File: config.mk
export PLATFORM = sky130hd
export DESIGN_NAME = pcrc_cfg_regs_flat
export DESIGN_NICKNAME = d
export VERILOG_FILES = /design/src/rtl/pcrc_pkg.sv /design/src/rtl/pcrc_cfg_if.sv /design/src/rtl/pcrc_cfg_regs.sv /design/src/flat_wrapper.sv
export SDC_FILE = /design/constraint.sdc
export NUM_CORES = 1
export LEC_CHECK = 0
export BUFFER_PORTS_ARGS = -buffer_cell sky130_fd_sc_hd__buf_2
export CAP_MARGIN = 10
export CORE_MARGIN = 2
export CORE_UTILIZATION = 48
export CTS_BUF_LIST = sky130_fd_sc_hd__clkbuf_4
export CTS_CLUSTER_SIZE = 40
export DETAILED_ROUTE_END_ITERATION = 12
export PLACE_DENSITY = 0.9
export SLEW_MARGIN = 30
export SYNTH_ARGS = -nofsm -noshare
export SYNTH_HDL_FRONTEND = slang
export SYNTH_SLANG_ARGS = --single-unit
File: constraint.sdc
create_clock -name clk -period 0.85 [get_ports clk]
set_clock_uncertainty 0.15 [all_clocks]
set_input_delay 0.17 -clock clk [delete_from_list [all_inputs] [get_ports clk]]
set_output_delay 0.17 -clock clk [all_outputs]
set_load 0.01 [all_outputs]
File: src/rtl/pcrc_pkg.sv
// shared types, constants and helpers for the point crop, rotate and classify block
// no dependencies; used by the interfaces and every module of the block
package pcrc_pkg;

    localparam int COORD_W       = 20;
    localparam int TRIG_W        = 18;
    localparam int LIMIT_W       = 19;
    localparam int CLASS_W       = 2;
    localparam int COUNT_W       = 16;
    localparam int CFG_INDEX_W   = 4;
    localparam int CFG_DATA_W    = 20;
    localparam int PROD_W        = COORD_W + TRIG_W;
    localparam int SAT_IN_W      = PROD_W + 4;
    localparam int FRAC_BITS_DEFAULT = 16;

    localparam int COORD_MAX = (1 << (COORD_W - 1)) - 1;
    localparam int COORD_MIN = -(1 << (COORD_W - 1));

    // register indexes
    localparam logic [CFG_INDEX_W-1:0] REG_COS_TILT    = 4'd0;
    localparam logic [CFG_INDEX_W-1:0] REG_SIN_TILT    = 4'd1;
    localparam logic [CFG_INDEX_W-1:0] REG_OFFSET_X    = 4'd2;
    localparam logic [CFG_INDEX_W-1:0] REG_OFFSET_Y    = 4'd3;
    localparam logic [CFG_INDEX_W-1:0] REG_OFFSET_Z    = 4'd4;
    localparam logic [CFG_INDEX_W-1:0] REG_BOX_LIMIT_X = 4'd5;
    localparam logic [CFG_INDEX_W-1:0] REG_BOX_LIMIT_Y = 4'd6;
    localparam logic [CFG_INDEX_W-1:0] REG_BOX_LIMIT_Z = 4'd7;

    // point classes
    localparam logic [CLASS_W-1:0] CLASS_OUTSIDE  = 2'd0;
    localparam logic [CLASS_W-1:0] CLASS_WHITE    = 2'd1;
    localparam logic [CLASS_W-1:0] CLASS_RED_KEPT = 2'd2;
    localparam logic [CLASS_W-1:0] CLASS_RED_HIGH = 2'd3;

    typedef struct packed {
        logic signed [TRIG_W-1:0]  cos_tilt;
        logic signed [TRIG_W-1:0]  sin_tilt;
        logic signed [COORD_W-1:0] offset_x;
        logic signed [COORD_W-1:0] offset_y;
        logic signed [COORD_W-1:0] offset_z;
        logic [LIMIT_W-1:0]        box_limit_x;
        logic [LIMIT_W-1:0]        box_limit_y;
        logic [LIMIT_W-1:0]        box_limit_z;
    } cfg_t;

    typedef struct packed {
        logic                      in_box;
        logic                      row_end;
        logic signed [COORD_W-1:0] world_x;
        logic signed [PROD_W-1:0]  p_yc;
        logic signed [PROD_W-1:0]  p_zs;
        logic signed [PROD_W-1:0]  p_ys;
        logic signed [PROD_W-1:0]  p_zc;
    } prod_t;

    localparam logic signed [SAT_IN_W-1:0] SAT_HI = SAT_IN_W'(COORD_MAX);
    localparam logic signed [SAT_IN_W-1:0] SAT_LO = SAT_IN_W'(COORD_MIN);

    function automatic logic signed [COORD_W-1:0] sat_coord(
        input logic signed [SAT_IN_W-1:0] v
    );
        logic signed [COORD_W-1:0] r;
        if (v > SAT_HI)
            r = COORD_W'(COORD_MAX);
        else if (v < SAT_LO)
            r = COORD_W'(COORD_MIN);
        else
            r = v[COORD_W-1:0];
        return r;
    endfunction

endpackage

File: src/rtl/pcrc_cfg_if.sv
// configuration write channel: register index and write data
// depends on pcrc_pkg
interface pcrc_cfg_if;
    import pcrc_pkg::*;

    logic                   valid;
    logic                   ready;
    logic [CFG_INDEX_W-1:0] index;
    logic [CFG_DATA_W-1:0]  data;

    modport source (output valid, index, data, input ready);
    modport sink (input valid, index, data, output ready);
endinterface

File: src/rtl/pcrc_cfg_regs.sv
// configuration register file with write decode
// depends on pcrc_pkg and pcrc_cfg_if
module pcrc_cfg_regs (
    input  logic             clk,
    input  logic             rst_n,
    pcrc_cfg_if.sink         cfg,
    output pcrc_pkg::cfg_t   regs
);
    import pcrc_pkg::*;

    cfg_t regs_reg;
    logic wr;

    assign cfg.ready = 1'b1;
    assign wr        = cfg.valid;
    assign regs      = regs_reg;

    always_ff @(posedge clk or negedge rst_n)
    begin
        if (!rst_n)
        begin
            regs_reg.cos_tilt    <= TRIG_W'(65536);
            regs_reg.sin_tilt    <= '0;
            regs_reg.offset_x    <= '0;
            regs_reg.offset_y    <= '0;
            regs_reg.offset_z    <= '0;
            regs_reg.box_limit_x <= LIMIT_W'(9830);
            regs_reg.box_limit_y <= LIMIT_W'(13107);
            regs_reg.box_limit_z <= LIMIT_W'(45875);
        end
        else if (wr)
        begin
            unique case (cfg.index)
                REG_COS_TILT:    regs_reg.cos_tilt    <= cfg.data[TRIG_W-1:0];
                REG_SIN_TILT:    regs_reg.sin_tilt    <= cfg.data[TRIG_W-1:0];
                REG_OFFSET_X:    regs_reg.offset_x    <= cfg.data[COORD_W-1:0];
                REG_OFFSET_Y:    regs_reg.offset_y    <= cfg.data[COORD_W-1:0];
                REG_OFFSET_Z:    regs_reg.offset_z    <= cfg.data[COORD_W-1:0];
                REG_BOX_LIMIT_X: regs_reg.box_limit_x <= cfg.data[LIMIT_W-1:0];
                REG_BOX_LIMIT_Y: regs_reg.box_limit_y <= cfg.data[LIMIT_W-1:0];
                REG_BOX_LIMIT_Z: regs_reg.box_limit_z <= cfg.data[LIMIT_W-1:0];
                default:         regs_reg <= regs_reg;
            endcase
        end
    end

endmodule

File: src/flat_wrapper.sv
// flat-port wrapper written by rule: the top's interface ports become plain ports
module pcrc_cfg_regs_flat import pcrc_pkg::*;
  (clk, rst_n, regs, cfg_valid, cfg_index, cfg_data, cfg_ready);
  pcrc_cfg_if cfg_i ();
  input  logic clk;
  input  logic rst_n;
  output pcrc_pkg::cfg_t regs;
  input wire logic [$bits(cfg_i.valid)-1:0] cfg_valid;
  input wire logic [$bits(cfg_i.index)-1:0] cfg_index;
  input wire logic [$bits(cfg_i.data)-1:0] cfg_data;
  output wire logic [$bits(cfg_i.ready)-1:0] cfg_ready;
  assign cfg_i.valid = cfg_valid;
  assign cfg_i.index = cfg_index;
  assign cfg_i.data = cfg_data;
  assign cfg_ready = cfg_i.ready;
  pcrc_cfg_regs u_core (.clk(clk), .rst_n(rst_n), .cfg(cfg_i), .regs(regs));
endmodule
==> results list <==
* Outcome: complete, but fails checks
* Failing checks: negative hold slack, negative setup slack
- Once detailed placement completed, the half-perimeter wirelength came to 10.4 mm.
- The endpoint identified for the worst register-to-register timing path is u_core.regs[108].
* Longest Clk Path Bufs: 2
- At the end of routability-driven placement, the weighted congestion stood at 0.792.
* Hold buffer count at cts: 21
* Number of sinks on the clock net: 153
- Async SR Flop Fraction: 1.00
- For this run, design rule violations remaining after detail routing come to 0.
- Critical-path cell with the highest stage delay: sky130_fd_sc_hd__dfstp_2
- Critical path data required time: 530 ps
* Number of cells on the worst reg-to-reg path: 3
* GRT overflow: 0
* Leak: 5.06 nW
* Leading cell type in the layout, fill and taps excluded: sky130_fd_sc_hd__mux2_4
- The total count of hold-check failures in the final report came to 14.
- Max Fanout on Critical Path: 2
- Max incr delay on CP: 590 ps
- Starting density of the core: 0.490
- The die is 114 um wide.
- The synthesized design contains 153 register bits.
- HP Class: input pin to asynchronous set/reset pin
- Combined global-route utilization of all metal layers: 0.280
- The pre-antenna-repair detailed-routing pass consisted of 4 iterations.
- The first routing iteration left 247 violations.
- Number of port buffers: 179
- After detailed routing, the total wire length is 20.1 mm.
* Number of flip-flops in the largest register: 153
* TritonCTS clock tree: yes
- Top cell type's share of synthesized area: 0.547
- Avg Inst Size Synth: 17.5 sq um
* Crit path max-delay family: flip-flops
- Worst vdd ir: 1420 uV
* Wire length of the first global-routing pass: 26.8 mm
* Cell type contributing the most total cell area after synthesis: sky130_fd_sc_hd__dfrtp_1
* Setup WS post-layout: -734 ps
- Row generation in the floorplan step produced 40 rows.
- The via count of the first global-routing pass came to 4621.
* Area growth from synthesis to final layout: 65.7%
* Crit path buf inv count: 1
* Net count of the mapped netlist: 362
- Ratio of final minimum period to clock period: 1.86
- Setup repair after global routing missed its margin: yes
- Element type at the critical path start: register
- For this run, the post-layout net count is 697.
- Via-per-instance ratio: 5.26
- STA classifies the critical path endpoint as an output port.
- Max-cap violations in this run came to 0.
* Count of flip-flops with a built-in enable after synthesis: 0
- The floorplan step defined a core boundary enclosing 12000 sq um.
- Peak Freq: 631 MHz
* Setup violators final: 306
- Post-route antenna net violation count: 0
- The worst register-to-register path begins at u_core.regs[108].
- Synthesis instantiated 19 different standard cells from the library.
* Arrival time at the worst endpoint: 1260 ps
- Pin placement for this block handled 181 I/O pins.
- Die Footprint: 13100 sq um
- FILL cells: 555
- In the final layout, the share of cells above drive strength 1 is 0.774.
* Worst Path Class, Setup: register to output port
- Netlist area before placement: 5860 sq um
* Vertical die dimension: 114 um
- The signal on the critical path passes through buf_6.
- Entering global routing, the biggest net connects 26 pins.
* Synth top area cells: sky130_fd_sc_hd__dfrtp_1 (55%), sky130_fd_sc_hd__mux2_2 (25%), sky130_fd_sc_hd__dfstp_2 (11%), sky130_fd_sc_hd__mux2_4 (5.1%), sky130_fd_sc_hd__buf_6 (0.96%)
* Post-route minimum period: 1580 ps
* Worst hold margin: -116 ps
- Clock-pin slew was measured on the worst setup and hold paths at 130 ps.
* # diodes: 0
- In this run the register-to-register setup slack is -300 ps.
- Final sum of negative setup slack: -117480 ps
- Prior to clock tree synthesis, the placed netlist has a worst setup slack of -788 ps.
* Final number of max-transition violations: 0
- TritonCTS buffer count: 17
- The cell count after synthesis came out at 335.
- In the final routed layout, each cell accounts on average for 24.2 um.
* Total number of vias: 4357
- Clk_lat worst skew: 540 ps
- For this run, the register share of the synthesized area comes to 0.659.
* Commonest cells after routing, fill and taps aside: sky130_fd_sc_hd__mux2_4 (136), sky130_fd_sc_hd__buf_6 (135), sky130_fd_sc_hd__dfrtp_1 (128), sky130_fd_sc_hd__buf_2 (111), sky130_fd_sc_hd__buf_4 (44)
* Most used flip-flop cell after synthesis: sky130_fd_sc_hd__dfrtp_1
- Yosys warnings: 0
- The H-tree was split into 4 levels.
* Root Driver: sky130_fd_sc_hd__clkbuf_4
* Total power density per cell area: 2450 nW/um^2
* Antenna violations before repair: 0
* PnR Total Power: 23.8 mW
[routing by layer]
| metal | global-route usage | up-vias | routed length, um |
|---|---|---|---|
| met4 | 0.108 | 0 | 427 |
| met5 | 0 | - | 0 |
| met3 | 0.0895 | 38 | 1500 |
| li1 | - | 1845 | - |
| met2 | 0.463 | 228 | 9920 |
| met1 | 0.344 | 2246 | 8250 |
[logic make-up after synthesis]
| family | share of synthesized area |
|---|---|
| AND/OR/NAND/NOR | 0.0158 |
| multiplexers | 0.307 |
| other | 0.000640 |
| buffers and inverters | 0.0181 |
| flip-flops | 0.659 |
[where the power goes]
part           total, mW  internal [mW]  switching (mW)  leakage, nW
combinational       8.90           5.76            3.14         3.08
sequential          10.6           9.18            1.38         1.83
clock               4.32           1.78            2.54        0.143
total               23.8           16.7            7.06         5.06
[Yosys cell counts (2+ instances only)]
cell type,n
sky130_fd_sc_hd__buf_2,7
sky130_fd_sc_hd__mux2_4,20
sky130_fd_sc_hd__buf_6,5
sky130_fd_sc_hd__buf_4,2
sky130_fd_sc_hd__nand2b_1,4
sky130_fd_sc_hd__dfstp_2,25
sky130_fd_sc_hd__dfrtp_1,128
sky130_fd_sc_hd__mux2_2,130
sky130_fd_sc_hd__mux2_1,3
sky130_fd_sc_hd__nor2_2,2
[how the worst max path moves through the flow]
stage / start / to / cells past startpoint
final: u_core.regs[32] / regs[32] / 1
after global routing: u_core.regs[51] / regs[51] / 1
after CTS: u_core.regs[8] / regs[8] / 1
after detailed placement: cfg_index[1] / u_core.regs[116] / 5
after global placement: cfg_index[0] / u_core.regs[104] / 4
after floorplan: cfg_index[0] / u_core.regs[100] / 3
[what timing repair did]
action,CTS,global route
endpoints found under the setup margin,306,306
pin swaps,2,7
resized for setup,111,115
setup buffers,49,67
cloned,2,1
hold endpoints to repair,306,15
[cell type report]
class | instances | area [sq um] | area share
Clock buffer | 20 | 150 | 0.0155
Multi-Input combinational cell | 168 | 2410 | 0.248
Tap cell | 147 | 184 | 0.0189
Sequential cell | 153 | 3860 | 0.397
Timing Repair Buffer | 330 | 3000 | 0.309
Clock inverter | 11 | 108 | 0.0111
[metrics by stage]
step / hold slack [ps] / instances / utilization / cell area [sq um]
2_1_floorplan: -276 / 335 / - / 6170
3_3_place_gp: -95.4 / 683 / 0.628 / 7510
3_5_place_dp: -89.7 / 683 / 0.628 / 7510
4_1_cts: -145 / 786 / 0.746 / 8920
5_1_grt: -148 / 829 / 0.812 / 9710
6_report: -116 / 829 / 0.812 / 9710
Note: power is estimated with default switching activity, not from simulation.
