[src/rtl/pcrc_pkg.sv]
// shared types, constants and helpers for the point crop, rotate and classify block
// no dependencies; used by the interfaces and every module of the block
package pcrc_pkg;

    localparam int COORD_W       = 20;
    localparam int TRIG_W        = 18;
    localparam int LIMIT_W       = 19;
    localparam int CLASS_W       = 2;
    localparam int COUNT_W       = 16;
    localparam int CFG_INDEX_W   = 4;
    localparam int CFG_DATA_W    = 20;
    localparam int PROD_W        = COORD_W + TRIG_W;
    localparam int SAT_IN_W      = PROD_W + 4;
    localparam int FRAC_BITS_DEFAULT = 16;

    localparam int COORD_MAX = (1 << (COORD_W - 1)) - 1;
    localparam int COORD_MIN = -(1 << (COORD_W - 1));

    // register indexes
    localparam logic [CFG_INDEX_W-1:0] REG_COS_TILT    = 4'd0;
    localparam logic [CFG_INDEX_W-1:0] REG_SIN_TILT    = 4'd1;
    localparam logic [CFG_INDEX_W-1:0] REG_OFFSET_X    = 4'd2;
    localparam logic [CFG_INDEX_W-1:0] REG_OFFSET_Y    = 4'd3;
    localparam logic [CFG_INDEX_W-1:0] REG_OFFSET_Z    = 4'd4;
    localparam logic [CFG_INDEX_W-1:0] REG_BOX_LIMIT_X = 4'd5;
    localparam logic [CFG_INDEX_W-1:0] REG_BOX_LIMIT_Y = 4'd6;
    localparam logic [CFG_INDEX_W-1:0] REG_BOX_LIMIT_Z = 4'd7;

    // point classes
    localparam logic [CLASS_W-1:0] CLASS_OUTSIDE  = 2'd0;
    localparam logic [CLASS_W-1:0] CLASS_WHITE    = 2'd1;
    localparam logic [CLASS_W-1:0] CLASS_RED_KEPT = 2'd2;
    localparam logic [CLASS_W-1:0] CLASS_RED_HIGH = 2'd3;

    typedef struct packed {
        logic signed [TRIG_W-1:0]  cos_tilt;
        logic signed [TRIG_W-1:0]  sin_tilt;
        logic signed [COORD_W-1:0] offset_x;
        logic signed [COORD_W-1:0] offset_y;
        logic signed [COORD_W-1:0] offset_z;
        logic [LIMIT_W-1:0]        box_limit_x;
        logic [LIMIT_W-1:0]        box_limit_y;
        logic [LIMIT_W-1:0]        box_limit_z;
    } cfg_t;

    typedef struct packed {
        logic                      in_box;
        logic                      row_end;
        logic signed [COORD_W-1:0] world_x;
        logic signed [PROD_W-1:0]  p_yc;
        logic signed [PROD_W-1:0]  p_zs;
        logic signed [PROD_W-1:0]  p_ys;
        logic signed [PROD_W-1:0]  p_zc;
    } prod_t;

    localparam logic signed [SAT_IN_W-1:0] SAT_HI = SAT_IN_W'(COORD_MAX);
    localparam logic signed [SAT_IN_W-1:0] SAT_LO = SAT_IN_W'(COORD_MIN);

    function automatic logic signed [COORD_W-1:0] sat_coord(
        input logic signed [SAT_IN_W-1:0] v
    );
        logic signed [COORD_W-1:0] r;
        if (v > SAT_HI)
            r = COORD_W'(COORD_MAX);
        else if (v < SAT_LO)
            r = COORD_W'(COORD_MIN);
        else
            r = v[COORD_W-1:0];
        return r;
    endfunction

endpackage

[src/rtl/pcrc_point_if.sv]
// input channel: one camera point and its row-end flag
// depends on pcrc_pkg
interface pcrc_point_if;
    import pcrc_pkg::*;

    logic                      valid;
    logic                      ready;
    logic signed [COORD_W-1:0] cam_x;
    logic signed [COORD_W-1:0] cam_y;
    logic signed [COORD_W-1:0] cam_z;
    logic                      row_end;

    modport source (output valid, cam_x, cam_y, cam_z, row_end, input ready);
    modport sink (input valid, cam_x, cam_y, cam_z, row_end, output ready);
endinterface

[src/rtl/pcrc_front.sv]
// input register, box test, x transform and the four rotation products
// depends on pcrc_pkg and pcrc_point_if
module pcrc_front (
    input  logic            clk,
    input  logic            rst_n,
    pcrc_point_if.sink      points,
    input  pcrc_pkg::cfg_t  regs,
    input  logic            s2_ready,
    output logic            s2_valid,
    output pcrc_pkg::prod_t s2_data
);
    import pcrc_pkg::*;

    logic                      s1_valid_reg;
    logic signed [COORD_W-1:0] s1_x_reg;
    logic signed [COORD_W-1:0] s1_y_reg;
    logic signed [COORD_W-1:0] s1_z_reg;
    logic                      s1_row_end_reg;
    logic                      s2_valid_reg;
    prod_t                     s2_reg;
    prod_t                     s2_next;
    logic                      adv1;
    logic                      adv2;

    function automatic logic [COORD_W:0] mag(input logic signed [COORD_W-1:0] v);
        logic signed [COORD_W:0] e;
        e = (COORD_W + 1)'(v);
        return v[COORD_W-1] ? (COORD_W + 1)'(-e) : (COORD_W + 1)'(e);
    endfunction

    assign adv2         = !s2_valid_reg || s2_ready;
    assign adv1         = !s1_valid_reg || adv2;
    assign points.ready = adv1;
    assign s2_valid     = s2_valid_reg;
    assign s2_data      = s2_reg;

    always_comb
    begin
        s2_next.in_box  = (mag(s1_x_reg) < (COORD_W + 1)'(regs.box_limit_x))
                       && (mag(s1_y_reg) < (COORD_W + 1)'(regs.box_limit_y))
                       && (mag(s1_z_reg) < (COORD_W + 1)'(regs.box_limit_z));
        s2_next.row_end = s1_row_end_reg;
        s2_next.world_x = sat_coord(SAT_IN_W'(regs.offset_x) - SAT_IN_W'(s1_x_reg));
        s2_next.p_yc    = PROD_W'(s1_y_reg) * PROD_W'(regs.cos_tilt);
        s2_next.p_zs    = PROD_W'(s1_z_reg) * PROD_W'(regs.sin_tilt);
        s2_next.p_ys    = PROD_W'(s1_y_reg) * PROD_W'(regs.sin_tilt);
        s2_next.p_zc    = PROD_W'(s1_z_reg) * PROD_W'(regs.cos_tilt);
    end

    always_ff @(posedge clk or negedge rst_n)
    begin
        if (!rst_n)
        begin
            s1_valid_reg <= 1'b0;
            s2_valid_reg <= 1'b0;
        end
        else
        begin
            if (adv1)
                s1_valid_reg <= points.valid;
            if (adv2)
                s2_valid_reg <= s1_valid_reg;
        end
    end

    always_ff @(posedge clk)
    begin
        if (adv1 && points.valid)
        begin
            s1_x_reg       <= points.cam_x;
            s1_y_reg       <= points.cam_y;
            s1_z_reg       <= points.cam_z;
            s1_row_end_reg <= points.row_end;
        end
        if (adv2 && s1_valid_reg)
            s2_reg <= s2_next;
    end

endmodule

[src/flat_wrapper.sv]
// flat-port wrapper written by rule: the top's interface ports become plain ports
module pcrc_front_flat import pcrc_pkg::*;
  (clk, rst_n, regs, s2_ready, s2_valid, s2_data, points_valid, points_cam_x, points_cam_y, points_cam_z, points_row_end, points_ready);
  pcrc_point_if points_i ();
  input  logic clk;
  input  logic rst_n;
  input  pcrc_pkg::cfg_t regs;
  input  logic s2_ready;
  output logic s2_valid;
  output pcrc_pkg::prod_t s2_data;
  input wire logic [$bits(points_i.valid)-1:0] points_valid;
  input wire logic [$bits(points_i.cam_x)-1:0] points_cam_x;
  input wire logic [$bits(points_i.cam_y)-1:0] points_cam_y;
  input wire logic [$bits(points_i.cam_z)-1:0] points_cam_z;
  input wire logic [$bits(points_i.row_end)-1:0] points_row_end;
  output wire logic [$bits(points_i.ready)-1:0] points_ready;
  assign points_i.valid = points_valid;
  assign points_i.cam_x = points_cam_x;
  assign points_i.cam_y = points_cam_y;
  assign points_i.cam_z = points_cam_z;
  assign points_i.row_end = points_row_end;
  assign points_ready = points_i.ready;
  pcrc_front u_core (.clk(clk), .rst_n(rst_n), .points(points_i), .regs(regs), .s2_ready(s2_ready), .s2_valid(s2_valid), .s2_data(s2_data));
endmodule
[config.mk]
export PLATFORM = sky130hd
export DESIGN_NAME = pcrc_front_flat
export DESIGN_NICKNAME = d
export VERILOG_FILES = /design/src/rtl/pcrc_pkg.sv /design/src/rtl/pcrc_point_if.sv /design/src/rtl/pcrc_front.sv /design/src/flat_wrapper.sv
export SDC_FILE = /design/constraint.sdc
export NUM_CORES = 2
export LEC_CHECK = 0
export BUFFER_PORTS_ARGS = -buffer_cell sky130_fd_sc_hd__buf_2
export CAP_MARGIN = 10
export CORE_MARGIN = 5
export CORE_UTILIZATION = 60
export DETAILED_ROUTE_END_ITERATION = 10
export PLACE_DENSITY = 0.9
export SYNTH_ARGS = -nofsm -noshare
export SYNTH_HDL_FRONTEND = slang
export SYNTH_SLANG_ARGS = --single-unit
[constraint.sdc]
create_clock -name clk -period 15 [get_ports clk]
set_clock_uncertainty 0.05 [all_clocks]
set_input_delay 3 -clock clk [delete_from_list [all_inputs] [get_ports clk]]
set_output_delay 3 -clock clk [all_outputs]
set_load 0.05 [all_outputs]
==> results by stage <==
Clocking:
- For this design, the sink count on the clock tree is 237.
- Gates resized during post-CTS repair numbered 0.
- The TritonCTS buffer count is 34.
- The number of buffers added to fix hold violations after cts is 0.
- In this run the post-CTS setup repair buffer count came out at 0.
- The clock root buffer master is clkbuf_16.
- After clock tree synthesis, the clock-pin slew on the worst setup and hold paths is about 60 ps.
- The clock tree from TritonCTS is yes.
- The total number of H-tree levels is 2.
- The clock passes through at most 3 buffers.
- The clock latency at the later pin of the worst-skew pair is between 600 and 700 ps.

STA:
- The final count of pins violating max slew is 0.
- For this run, the top clock speed supported by timing is roughly 100 MHz.
- Setup repair after global routing left no endpoint under its margin.
- The post-route setup TNS is 0 ps.
- Setup violations remaining at the end of the flow were counted as 0.
- The time the worst path needs with I/O delays and setup is 9840 ps.
- The final period utilization is about two thirds.
- Across all hold checks on the routed design, the worst slack comes to 389 ps.
- The hold violation count in the final report was 0.
- The slew at the pin closest to its max-slew limit is approximately 1200 ps.
- The worst relative slew slack is about 20%.

Final layout:
- The fraction of final layout cells with drive strength greater than 1 is 7.30%.
- The growth of design area from synthesis to finish is 6.23%.
- The area taken by multi-input logic gates is roughly 50,000 µm².
- Leaving out fill and tap cells, the most frequent cells in the layout are inv_1, fa_1, nand2_1.
- The net count reported at finish is roughly 8,900.
- The filler cells instantiated in the layout total just under 8,000.
- The register with the most flip-flops in the layout has ~170 of them.
- Cells fill between 60% and 70% of the core in the end.
- Across the whole layout, storage elements account for slightly above 7000 µm².
- The most common cell after layout, fill and taps aside is inv_1.

Drt:
- The via total after detailed routing is between 40,000 and 50,000.
- The total wirelength of the detailed-routed design is 164 mm.
- The count of unresolved DRC violations after routing is 0.
- The count of nets left with antenna violations once routing finished came out at 0.
- The via count normalized by instance count is approximately 5.7.
- The wire length per cell is approximately 20 µm.
- The number of iterations in the first detailed-routing pass is 8.
- The number of DRC markers in iteration 0 is about 4,000.

Global routing:
- The global routing usage on met1 is between 30 and 40%.
- For this run, global-route usage on met2 was measured as just over 50%.
- The number of global-route vias before repair is roughly 53,000.
- The sum of overflow across all layers after global routing is 0.
- The first global-routing pass estimated roughly 270 mm of wire.
- The initial antenna violation count is 16.
- The global-route usage over all layers is slightly below 30%.
- The global routing stage identified its most utilized layer as met2.
- The met3 global-route usage is ~6.5%.
- Entering global routing, the biggest net connects between 60 and 70 pins.

Yosys:
- Synthesis handed over a netlist of roughly 6,700 instances.
- The number of synthesized register bits is 237.
- For this run, the number of Yosys warnings is 0.
- The share of the synthesized area in the top cell type is 45.5%.
- Summing the areas of all compound-gate instances in the mapped netlist gives 4.82% of the synthesized area.
- In the synthesized netlist the async set-or-reset flop fraction comes to less than 1%.
- Averaged over all synthesized cells, the footprint is 9.53 µm².
- The xor-xnor portion of the synthesized cell area is a little over 3%.
- After Yosys synthesis, and, or, nand and nor cells account for between 10% and 20% of the synthesized area.
- The post-synthesis net count is roughly 8,800.
- The post-synthesis cell type with the largest combined area is fa_1.
- The most used flip-flop cell after synthesis is edfxtp_1.
- The post-synthesis adder-cell area fraction is 54.7%.
- By area, the combinational part of the netlist is dominated by adder cells.
- After synthesis, flip-flops and latches occupy 11.2% of the total area.
- The proportion of synthesized area in mux cells is less than 1%.
- The synthesized netlist contains 72 unique library cells.
- Counting flops with a built-in enable in the synthesized netlist gives ~240.
- Sorting the synthesized cells by area gives the leading types as fa_1, edfxtp_1, inv_1, ha_1, and2_1.
- The post-synth design cell area is approximately 64,000 µm².

Worst setup path:
- The start-to-end type of the worst setup path is input port to register.
- The biggest cell delay along the critical path is 760 ps.
- The worst path buffer plus inverter count is 6.
- The count of cells along the worst register-to-register path is 26.
- In this run the worst path has a maximum fanout of 40.
- The worst setup slack for register-to-register paths is roughly 7300 ps.
- The worst reg2reg path startpoint is u_core.s1_y_reg[19].
- Traced cell by cell, the critical path runs through buf_2, nand2_1, fa_1, fa_1, inv_1, ha_1, inv_1, fa_1, inv_1, fa_1, inv_1, fa_1, inv_1, ha_1, nand2_1, nor2_1, nand3_1, nor4_1, nor3_1, o21ai_1, or3_1, a31o_2, a21oi_1, xnor2_1.
- On the critical path the largest part of the delay comes from adder cells.
- The cell at the slowest stage of the critical path is buf_2.
- The launching instance or port of the critical path is regs[120].
- STA classifies the critical path startpoint as an input port.
- The capture instance of the worst register-to-register path is u_core.s2_data[74].
- The kind of end point of the critical path is a register.
- STA puts the critical path data arrival time at roughly 10,000 ps.
- The endpoint required time on the critical path is ~15,000 ps.

Status:
- The flow ran to the end, and the final reports show no timing, DRC or antenna violations.

Min path:
- The source of the worst hold timing path is u_core.s1_row_end_reg.
- The min-delay analysis places its worst path in the category register to register.
- The path with the worst hold slack has its endpoint at u_core.s2_data[172].
- The worst hold path cell count is 0.

Floorplan:
- The starting utilization of the core area is about three fifths.
- Measured along the y axis, the die boundary spans about 340 µm.
- The die area is roughly 110,000 µm².
- The overall die width is between 300 and 400 µm.
- During I/O placement, the number of pins put on the boundary was 394.
- The cell row count is roughly 120.
- The placeable core area is 105,000 µm².

Place:
- The count of buffers added on input and output ports is around 350.
- The wire-length estimate of the detail-placed layout is 125 mm.
- The routability congestion estimate from global placement is approximately 0.9.

Flow run:
- The number of maximum-capacitance constraint violations is 0.
==> routing by layer <==
| metal | vias up | wire (µm) |
|---|---|---|
| li1 | 19900 | - |
| met1 | 23700 | 55100 |
| met2 | 2625 | 82500 |
| met3 | 764 | 16200 |
| met4 | 6 | 10100 |
| met5 | - | 53 |
==> stage by stage <==
stage,worst slack (ps),cell area (µm²),std cells
floorplan,5990,63600,6676
global placement,5020,66400,8163
detailed placement,4780,66400,8163
CTS,5330,67500,8223
global route,4930,67600,8234
finish,5160,67600,8239
==> kinds of logic after synthesis <==
logic type                 count (synthesis)
buffers and inverters                   2020
adders and majority gates               1913
and+or+nand+nor                         1814
AOI/OAI and AO/OA                        471
DFF                                      237
xor gates and xnor gates                 220
muxes                                      1
==> cell usage after synthesis (4+ instances only) <==
master	n
o21bai_1	9
o21ai_1	5
nor4_1	11
nand2_1	742
buf_1	24
nor2b_1	21
a31oi_1	10
a21o_1	87
a21oi_1	130
a21oi_2	8
and3_1	12
nand2b_1	50
clkbuf_1	290
o21a_1	28
nor3_1	20
o21ai_0	90
or3_1	15
nand3_1	27
o211ai_1	8
o2111ai_1	5
ha_1	465
o21ai_2	9
nand4_1	16
nor2_1	151
xor2_1	34
and2_1	727
a21boi_0	4
o41ai_1	8
a211o_1	6
a211oi_1	11
inv_1	1704
edfxtp_1	235
o22ai_1	6
o31ai_1	17
xnor2_1	185
fa_1	1445
==> worst max-delay path by stage <==
| stage | to | cells after the start |
|---|---|---|
| global placement | u_core.s2_data[74] | 22 |
| floorplan | u_core.s2_data[75] | 22 |
| global route | u_core.s2_data[74] | 24 |
| detailed placement | u_core.s2_data[74] | 24 |
| finish | u_core.s2_data[74] | 24 |
| CTS | u_core.s2_data[74] | 24 |
==> area by class of cell <==
| cell class | instances | area share (%) |
|---|---|---|
| diodes | 16 | 0.0593 |
| clock buffers | 41 | 1.33 |
| inverters | 1704 | 9.47 |
| well taps | 1391 | 2.58 |
| flip-flops and latches | 237 | 10.5 |
| clock inverters | 19 | 0.402 |
| multi-input cells | 4419 | 72.4 |
| repair buffers | 412 | 3.27 |
Power is left out: the tool's default activity adds up to more than one toggle a clock period on the data nets, which glitch-free logic cannot reach.
