$ cat src/rtl/pcrc_pkg.sv
// shared types, constants and helpers for the point crop, rotate and classify block
// no dependencies; used by the interfaces and every module of the block
package pcrc_pkg;

    localparam int COORD_W       = 20;
    localparam int TRIG_W        = 18;
    localparam int LIMIT_W       = 19;
    localparam int CLASS_W       = 2;
    localparam int COUNT_W       = 16;
    localparam int CFG_INDEX_W   = 4;
    localparam int CFG_DATA_W    = 20;
    localparam int PROD_W        = COORD_W + TRIG_W;
    localparam int SAT_IN_W      = PROD_W + 4;
    localparam int FRAC_BITS_DEFAULT = 16;

    localparam int COORD_MAX = (1 << (COORD_W - 1)) - 1;
    localparam int COORD_MIN = -(1 << (COORD_W - 1));

    // register indexes
    localparam logic [CFG_INDEX_W-1:0] REG_COS_TILT    = 4'd0;
    localparam logic [CFG_INDEX_W-1:0] REG_SIN_TILT    = 4'd1;
    localparam logic [CFG_INDEX_W-1:0] REG_OFFSET_X    = 4'd2;
    localparam logic [CFG_INDEX_W-1:0] REG_OFFSET_Y    = 4'd3;
    localparam logic [CFG_INDEX_W-1:0] REG_OFFSET_Z    = 4'd4;
    localparam logic [CFG_INDEX_W-1:0] REG_BOX_LIMIT_X = 4'd5;
    localparam logic [CFG_INDEX_W-1:0] REG_BOX_LIMIT_Y = 4'd6;
    localparam logic [CFG_INDEX_W-1:0] REG_BOX_LIMIT_Z = 4'd7;

    // point classes
    localparam logic [CLASS_W-1:0] CLASS_OUTSIDE  = 2'd0;
    localparam logic [CLASS_W-1:0] CLASS_WHITE    = 2'd1;
    localparam logic [CLASS_W-1:0] CLASS_RED_KEPT = 2'd2;
    localparam logic [CLASS_W-1:0] CLASS_RED_HIGH = 2'd3;

    typedef struct packed {
        logic signed [TRIG_W-1:0]  cos_tilt;
        logic signed [TRIG_W-1:0]  sin_tilt;
        logic signed [COORD_W-1:0] offset_x;
        logic signed [COORD_W-1:0] offset_y;
        logic signed [COORD_W-1:0] offset_z;
        logic [LIMIT_W-1:0]        box_limit_x;
        logic [LIMIT_W-1:0]        box_limit_y;
        logic [LIMIT_W-1:0]        box_limit_z;
    } cfg_t;

    typedef struct packed {
        logic                      in_box;
        logic                      row_end;
        logic signed [COORD_W-1:0] world_x;
        logic signed [PROD_W-1:0]  p_yc;
        logic signed [PROD_W-1:0]  p_zs;
        logic signed [PROD_W-1:0]  p_ys;
        logic signed [PROD_W-1:0]  p_zc;
    } prod_t;

    localparam logic signed [SAT_IN_W-1:0] SAT_HI = SAT_IN_W'(COORD_MAX);
    localparam logic signed [SAT_IN_W-1:0] SAT_LO = SAT_IN_W'(COORD_MIN);

    function automatic logic signed [COORD_W-1:0] sat_coord(
        input logic signed [SAT_IN_W-1:0] v
    );
        logic signed [COORD_W-1:0] r;
        if (v > SAT_HI)
            r = COORD_W'(COORD_MAX);
        else if (v < SAT_LO)
            r = COORD_W'(COORD_MIN);
        else
            r = v[COORD_W-1:0];
        return r;
    endfunction

endpackage

$ cat src/rtl/pcrc_result_if.sv
// result channel: world point, class and row counts
// depends on pcrc_pkg
interface pcrc_result_if;
    import pcrc_pkg::*;

    logic                      valid;
    logic                      ready;
    logic signed [COORD_W-1:0] world_x;
    logic signed [COORD_W-1:0] world_y;
    logic signed [COORD_W-1:0] world_z;
    logic [CLASS_W-1:0]        point_class;
    logic [COUNT_W-1:0]        red_total;
    logic [COUNT_W-1:0]        white_total;
    logic                      row_done;

    modport source (output valid, world_x, world_y, world_z, point_class, red_total,
                    white_total, row_done, input ready);
    modport sink (input valid, world_x, world_y, world_z, point_class, red_total,
                  white_total, row_done, output ready);
endinterface

$ cat src/rtl/pcrc_back.sv
// rounding, offsets, saturation, classification, row counters and result register
// depends on pcrc_pkg and pcrc_result_if
module pcrc_back #(
    parameter int FRAC_BITS = pcrc_pkg::FRAC_BITS_DEFAULT
) (
    input  logic            clk,
    input  logic            rst_n,
    input  pcrc_pkg::cfg_t  regs,
    input  logic            s2_valid,
    input  pcrc_pkg::prod_t s2_data,
    output logic            s2_ready,
    pcrc_result_if.source   results
);
    import pcrc_pkg::*;

    localparam int SUM_W    = PROD_W + 2;
    localparam int HI_RED   = ((1 << FRAC_BITS) + 5) / 10;
    localparam int TOO_HIGH = (1 << FRAC_BITS) / 4;
    localparam logic signed [SUM_W-1:0] HALF = SUM_W'(1) << (FRAC_BITS - 1);
    localparam logic [COUNT_W-1:0] COUNT_MAX = '1;

    logic                      out_valid_reg;
    logic signed [COORD_W-1:0] world_x_reg;
    logic signed [COORD_W-1:0] world_y_reg;
    logic signed [COORD_W-1:0] world_z_reg;
    logic [CLASS_W-1:0]        class_reg;
    logic [COUNT_W-1:0]        red_total_reg;
    logic [COUNT_W-1:0]        white_total_reg;
    logic                      row_done_reg;
    logic [COUNT_W-1:0]        red_reg;
    logic [COUNT_W-1:0]        white_reg;

    logic signed [SUM_W-1:0]   sum_y;
    logic signed [SUM_W-1:0]   sum_z;
    logic signed [SUM_W-1:0]   rnd_y;
    logic signed [SUM_W-1:0]   rnd_z;
    logic signed [COORD_W-1:0] wy;
    logic signed [COORD_W-1:0] wz;
    logic signed [COORD_W-1:0] world_x_next;
    logic signed [COORD_W-1:0] world_y_next;
    logic signed [COORD_W-1:0] world_z_next;
    logic [CLASS_W-1:0]        class_next;
    logic [COUNT_W-1:0]        red_next;
    logic [COUNT_W-1:0]        white_next;
    logic                      load;

    assign s2_ready = !out_valid_reg || results.ready;
    assign load     = s2_valid && s2_ready;

    always_comb
    begin
        sum_y = SUM_W'(s2_data.p_yc) + SUM_W'(s2_data.p_zs) + HALF;
        sum_z = SUM_W'(s2_data.p_ys) - SUM_W'(s2_data.p_zc) + HALF;
        rnd_y = sum_y >>> FRAC_BITS;
        rnd_z = sum_z >>> FRAC_BITS;
        wy    = sat_coord(SAT_IN_W'(rnd_y) + SAT_IN_W'(regs.offset_y));
        wz    = sat_coord(SAT_IN_W'(rnd_z) + SAT_IN_W'(regs.offset_z));

        if (!s2_data.in_box)
            class_next = CLASS_OUTSIDE;
        else if (int'(wz) > HI_RED)
            class_next = (int'(wz) < TOO_HIGH) ? CLASS_RED_KEPT : CLASS_RED_HIGH;
        else
            class_next = CLASS_WHITE;

        world_x_next = s2_data.in_box ? s2_data.world_x : '0;
        world_y_next = s2_data.in_box ? wy : '0;
        world_z_next = s2_data.in_box ? wz : '0;

        red_next   = red_reg;
        white_next = white_reg;
        if (class_next == CLASS_RED_KEPT && red_reg != COUNT_MAX)
            red_next = red_reg + COUNT_W'(1);
        if (class_next == CLASS_WHITE && white_reg != COUNT_MAX)
            white_next = white_reg + COUNT_W'(1);
    end

    always_ff @(posedge clk or negedge rst_n)
    begin
        if (!rst_n)
        begin
            out_valid_reg <= 1'b0;
            red_reg       <= '0;
            white_reg     <= '0;
        end
        else
        begin
            if (s2_ready)
                out_valid_reg <= s2_valid;
            if (load)
            begin
                red_reg   <= s2_data.row_end ? '0 : red_next;
                white_reg <= s2_data.row_end ? '0 : white_next;
            end
        end
    end

    always_ff @(posedge clk)
    begin
        if (load)
        begin
            world_x_reg     <= world_x_next;
            world_y_reg     <= world_y_next;
            world_z_reg     <= world_z_next;
            class_reg       <= class_next;
            red_total_reg   <= red_next;
            white_total_reg <= white_next;
            row_done_reg    <= s2_data.row_end;
        end
    end

    assign results.valid       = out_valid_reg;
    assign results.world_x     = world_x_reg;
    assign results.world_y     = world_y_reg;
    assign results.world_z     = world_z_reg;
    assign results.point_class = class_reg;
    assign results.red_total   = red_total_reg;
    assign results.white_total = white_total_reg;
    assign results.row_done    = row_done_reg;

endmodule
$ cat src/flat_wrapper.sv
// flat-port wrapper written by rule: the top's interface ports become plain ports
module pcrc_back_flat import pcrc_pkg::*;
#(
    parameter int FRAC_BITS = pcrc_pkg::FRAC_BITS_DEFAULT
)
  (clk, rst_n, regs, s2_valid, s2_data, s2_ready, results_valid, results_world_x, results_world_y, results_world_z, results_point_class, results_red_total, results_white_total, results_row_done, results_ready);
  pcrc_result_if results_i ();
  input  logic clk;
  input  logic rst_n;
  input  pcrc_pkg::cfg_t regs;
  input  logic s2_valid;
  input  pcrc_pkg::prod_t s2_data;
  output logic s2_ready;
  output wire logic [$bits(results_i.valid)-1:0] results_valid;
  output wire logic [$bits(results_i.world_x)-1:0] results_world_x;
  output wire logic [$bits(results_i.world_y)-1:0] results_world_y;
  output wire logic [$bits(results_i.world_z)-1:0] results_world_z;
  output wire logic [$bits(results_i.point_class)-1:0] results_point_class;
  output wire logic [$bits(results_i.red_total)-1:0] results_red_total;
  output wire logic [$bits(results_i.white_total)-1:0] results_white_total;
  output wire logic [$bits(results_i.row_done)-1:0] results_row_done;
  input wire logic [$bits(results_i.ready)-1:0] results_ready;
  assign results_valid = results_i.valid;
  assign results_world_x = results_i.world_x;
  assign results_world_y = results_i.world_y;
  assign results_world_z = results_i.world_z;
  assign results_point_class = results_i.point_class;
  assign results_red_total = results_i.red_total;
  assign results_white_total = results_i.white_total;
  assign results_row_done = results_i.row_done;
  assign results_i.ready = results_ready;
  pcrc_back #(.FRAC_BITS(FRAC_BITS)) u_core (.clk(clk), .rst_n(rst_n), .regs(regs), .s2_valid(s2_valid), .s2_data(s2_data), .s2_ready(s2_ready), .results(results_i));
endmodule
$ cat config.mk
export PLATFORM = sky130hd
export DESIGN_NAME = pcrc_back_flat
export DESIGN_NICKNAME = d
export VERILOG_FILES = /design/src/rtl/pcrc_pkg.sv /design/src/rtl/pcrc_result_if.sv /design/src/rtl/pcrc_back.sv /design/src/flat_wrapper.sv
export SDC_FILE = /design/constraint.sdc
export NUM_CORES = 1
export LEC_CHECK = 0
export BUFFER_PORTS_ARGS = -buffer_cell sky130_fd_sc_hd__clkbuf_2
export CORE_AREA = 2 2 166 168
export CTS_BUF_LIST = sky130_fd_sc_hd__clkbuf_8
export CTS_CLUSTER_SIZE = 8
export DETAILED_ROUTE_END_ITERATION = 10
export DIE_AREA = 0 0 168 170
export PLACE_DENSITY = 0.73
export SLEW_MARGIN = 25
export SYNTH_ARGS = -nofsm -noshare
export SYNTH_HDL_FRONTEND = slang
export SYNTH_SLANG_ARGS = --single-unit
$ cat constraint.sdc
create_clock -name clk -period 11.15 [get_ports clk]
set_clock_uncertainty 0.15 [all_clocks]
set_input_delay 3.345 -clock clk [delete_from_list [all_inputs] [get_ports clk]]
set_output_delay 3.345 -clock clk [all_outputs]
set_load 0.01 [all_outputs]
==> flow_metrics.py <==
metrics = {
    "outcome": {
        "status": "completed",
    },
    "logic_synthesis": {
        "synth_warnings": 0,
        "synthFlopType": "edfxtp_1",
        "syn_inst": 1317,
        "synth_cell_types": 74,
        "syn_nets": 1853,
        "synth_area_leader_cell": "edfxtp_1",
        "avgSynthCellArea_um2": 9.247,
        "yosysSeqAreaShare": 0.3021,
        "synth.area.top_cells": "edfxtp_1, ha_1, dfrtp_1, xnor2_1, a21oi_1",
        "synthArstFlopShare": 0.2578,
        "synth.ff_latch_count": 128,
        "synth_top_cell_area_share": 0.2343,
        "netlist_area_mm2": 0.01218,
        "synth_edf_count": 95,
    },
    "timing": {
        "fin_crit_ns": 10.54,
        "rsz0062_at_grt": "false",
        "finalSetupViolCount": 0,
        "fin_crit_sh": 0.9450,
        "timing.hold.ws_ns": 0.3771,
        "drv_slew": 0,
        "tightest_slew_ns": 0.9668,
        "finalHoldViolations": 0,
        "fmax_mhz": 94.90,
        "tns_ns": 0,
        "maxSlewHeadroom": 0.3534,
    },
    "power_and_ir_drop": {
        "internal_power_mw": 1.242,
        "power_switching_mw": 0.8766,
        "ir_drop_uv": 60.16,
        "comb_power_share": 0.528,
        "switching_share": 0.4137,
        "finalPower_mw": 2.119,
        "pwr-share-clk": 0.178,
        "p_seq_frac": 0.294,
        "powerDensity_mw_per_mm2": 146.2,
        "p_leak_nw": 7.184,
    },
    "global_route": {
        "grt.total_usage": 0.2129,
        "antenna_found_initial": 1,
        "grt_start_max_net_pins": 59,
        "grt_overflow": 0,
        "grt_pass1_vias": 10320,
        "grt_pass1_wl_mm": 50.09,
    },
    "place": {
        "dp_hpwl_mm": 24.68,
        "gp_congestion": 0.9002,
        "io_buffers": 314,
    },
    "die": {
        "ios": 428,
        "placementRows": 60,
        "die_area_mm2": 0.02856,
        "die_w_um": 168,
        "die_y_um": 170,
        "core-area_mm2": 0.02665,
        "start_util": 0.4569,
    },
    "drt": {
        "dr.pass1.iters": 5,
        "ant_nets": 0,
        "via_count": 10840,
        "remaining_drc_errors": 0,
        "dr.first_iter.drc_count": 647,
        "wirelength_mm": 30.49,
        "wire_per_inst_um": 15.41,
        "viasPerCell": 5.477,
    },
    "clock_tree": {
        "cts_resized": 0,
        "clkTransAtPathRegs_ns": 0.08,
        "insertion_delay_ns": 0.44,
        "cts_hold_buffers": 0,
        "cts_buffer_depth": 2,
        "cts_setup_buffers": 0,
        "cts_tree": "done",
        "cts-buffers-inserted": 17,
        "h-tree-depth": 4,
        "root_buffer": "clkbuf_8",
        "cts.sinks": 128,
    },
    "worst_setup_path": {
        "path_max_fanout": 10,
        "cpLargestDelayFamily": "compound AO/OA/AOI/OAI gates",
        "crit_required_ns": 11.33,
        "cp-start-kind": "input pin",
        "path_class": "input pin to register",
        "path_buf_inv": 2,
        "endpoint_kind": "register",
        "critPathSlowestCell": "o41ai_2",
        "path_common_cell": "ha_1",
        "worst-endpoint-arrival_ns": 10.72,
        "max_stage_delay_ns": 0.61,
    },
    "finish": {
        "post_route_cells_drive_above_1_share": 0.2350,
        "final_nets": 2161,
        "syn_to_final_growth_pct": 19.00,
        "mostFrequentLayoutCells": "clkbuf_2, ha_1, nand2_1",
        "final_common_cell": "clkbuf_2",
        "num_antenna_cells": 0,
    },
    "job": {
        "drv_cap": 0,
    },
    "worst_hold_path": {
        "hold_path_class": "register to register",
    },
}
-- routing by layer --
metal	part of all wire	GRT usage	routed length (µm)	up-vias
met4	0.0094	0.03516	286	2
li1	-	-	-	5494
met3	0.065	0.04651	1991	32
met1	0.47	0.2867	14300	4960
met2	0.46	0.3575	13900	350
met5	0.00043	0	13	-
-- kinds of logic (layout without fill, tap and decap cells) --
family / count (synthesis) / count (layout) / share of synthesized area
flip-flops: 128 / 128 / 0.3021
adder cells (fa/ha/maj): 205 / 205 / 0.2119
multiplexers: 18 / 18 / 0.01510
AO/OA/AOI/OAI: 348 / 348 / 0.1929
buffers and inverters: 111 / 432 / 0.03555
AND/OR/NAND/NOR: 412 / 412 / 0.1743
XOR/XNOR: 95 / 95 / 0.06832
-- worst paths after layout --
| check | from | depth (start not counted) | end | slack (ns) |
|---|---|---|---|---|
| max | s2_data[3] | 28 | u_core.white_reg[9] | 0.61 |
| min | u_core.red_reg[6] | 2 | u_core.red_reg[6] | 0.38 |
| max reg2reg | u_core.white_reg[4] | 10 | u_core.white_reg[9] | 7.99 |
| min reg2reg | u_core.red_reg[6] | 2 | u_core.red_reg[6] | 0.38 |
| max in group asynchronous | rst_n | 1 | u_core.white_reg[0] | 7.41 |
| min in group asynchronous | rst_n | 1 | u_core.red_reg[14] | 2.87 |
-- cell type report --
| class | instances | area [µm²] |
|---|---|---|
| tap | 341 | 426.7 |
| clock inverter | 15 | 136.4 |
| fill | 2444 | 12160 |
| timing repair buffer | 321 | 1644 |
| multi-input combinational | 1078 | 8073 |
| inverter | 79 | 299.0 |
| clock buffer | 17 | 234.0 |
| sequential | 128 | 3679 |
-- per-stage QoR --
stage | setup slack (ns) | area [µm²] | cells | util
global placement | 0.2875 | 14090 | 1946 | 0.5288
finish | 0.6128 | 14490 | 1979 | 0.5438
CTS | 0.6777 | 14490 | 1979 | 0.5438
detailed placement | 0.2327 | 14120 | 1947 | 0.5299
global route | 0.1484 | 14490 | 1979 | 0.5438
floorplan | 1.216 | 12180 | 1317 | -
-- tightest hold or removal path, stage by stage (launching register included) --
cell	delay [ns]
dfrtp_1	0.37
nand2_1	0.05
o311ai_1	0.07
-- synthesized netlist by cell type (12+ instances only) --
library cell    n
ha_1          203
nand2_1        99
edfxtp_1       95
a21oi_1        92
nor2_1         86
inv_1          79
xnor2_1        62
a21o_1         58
o21ai_0        51
and2_1         40
dfrtp_1        33
xor2_1         33
nand3_1        32
nor3_1         31
clkbuf_1       23
o21a_1         23
nor2b_1        22
nand2b_1       17
nand4_1        17
and3_1         15
mux2i_1        15
o211ai_1       14
a31oi_1        13
or3_1          13
o21bai_1       12
-- power groups by stage --
stage                     Sequential, mW  Clock, mW  Combinational, mW
after global routing               0.629      0.411               1.25
after CTS                          0.623      0.393               1.11
after global placement             0.631          0               1.09
after detailed placement           0.633          0               1.10
final                              0.623      0.378               1.12
after floorplan                    0.648          0              0.802
No activity file was read; power rests on OpenSTA's default activity.
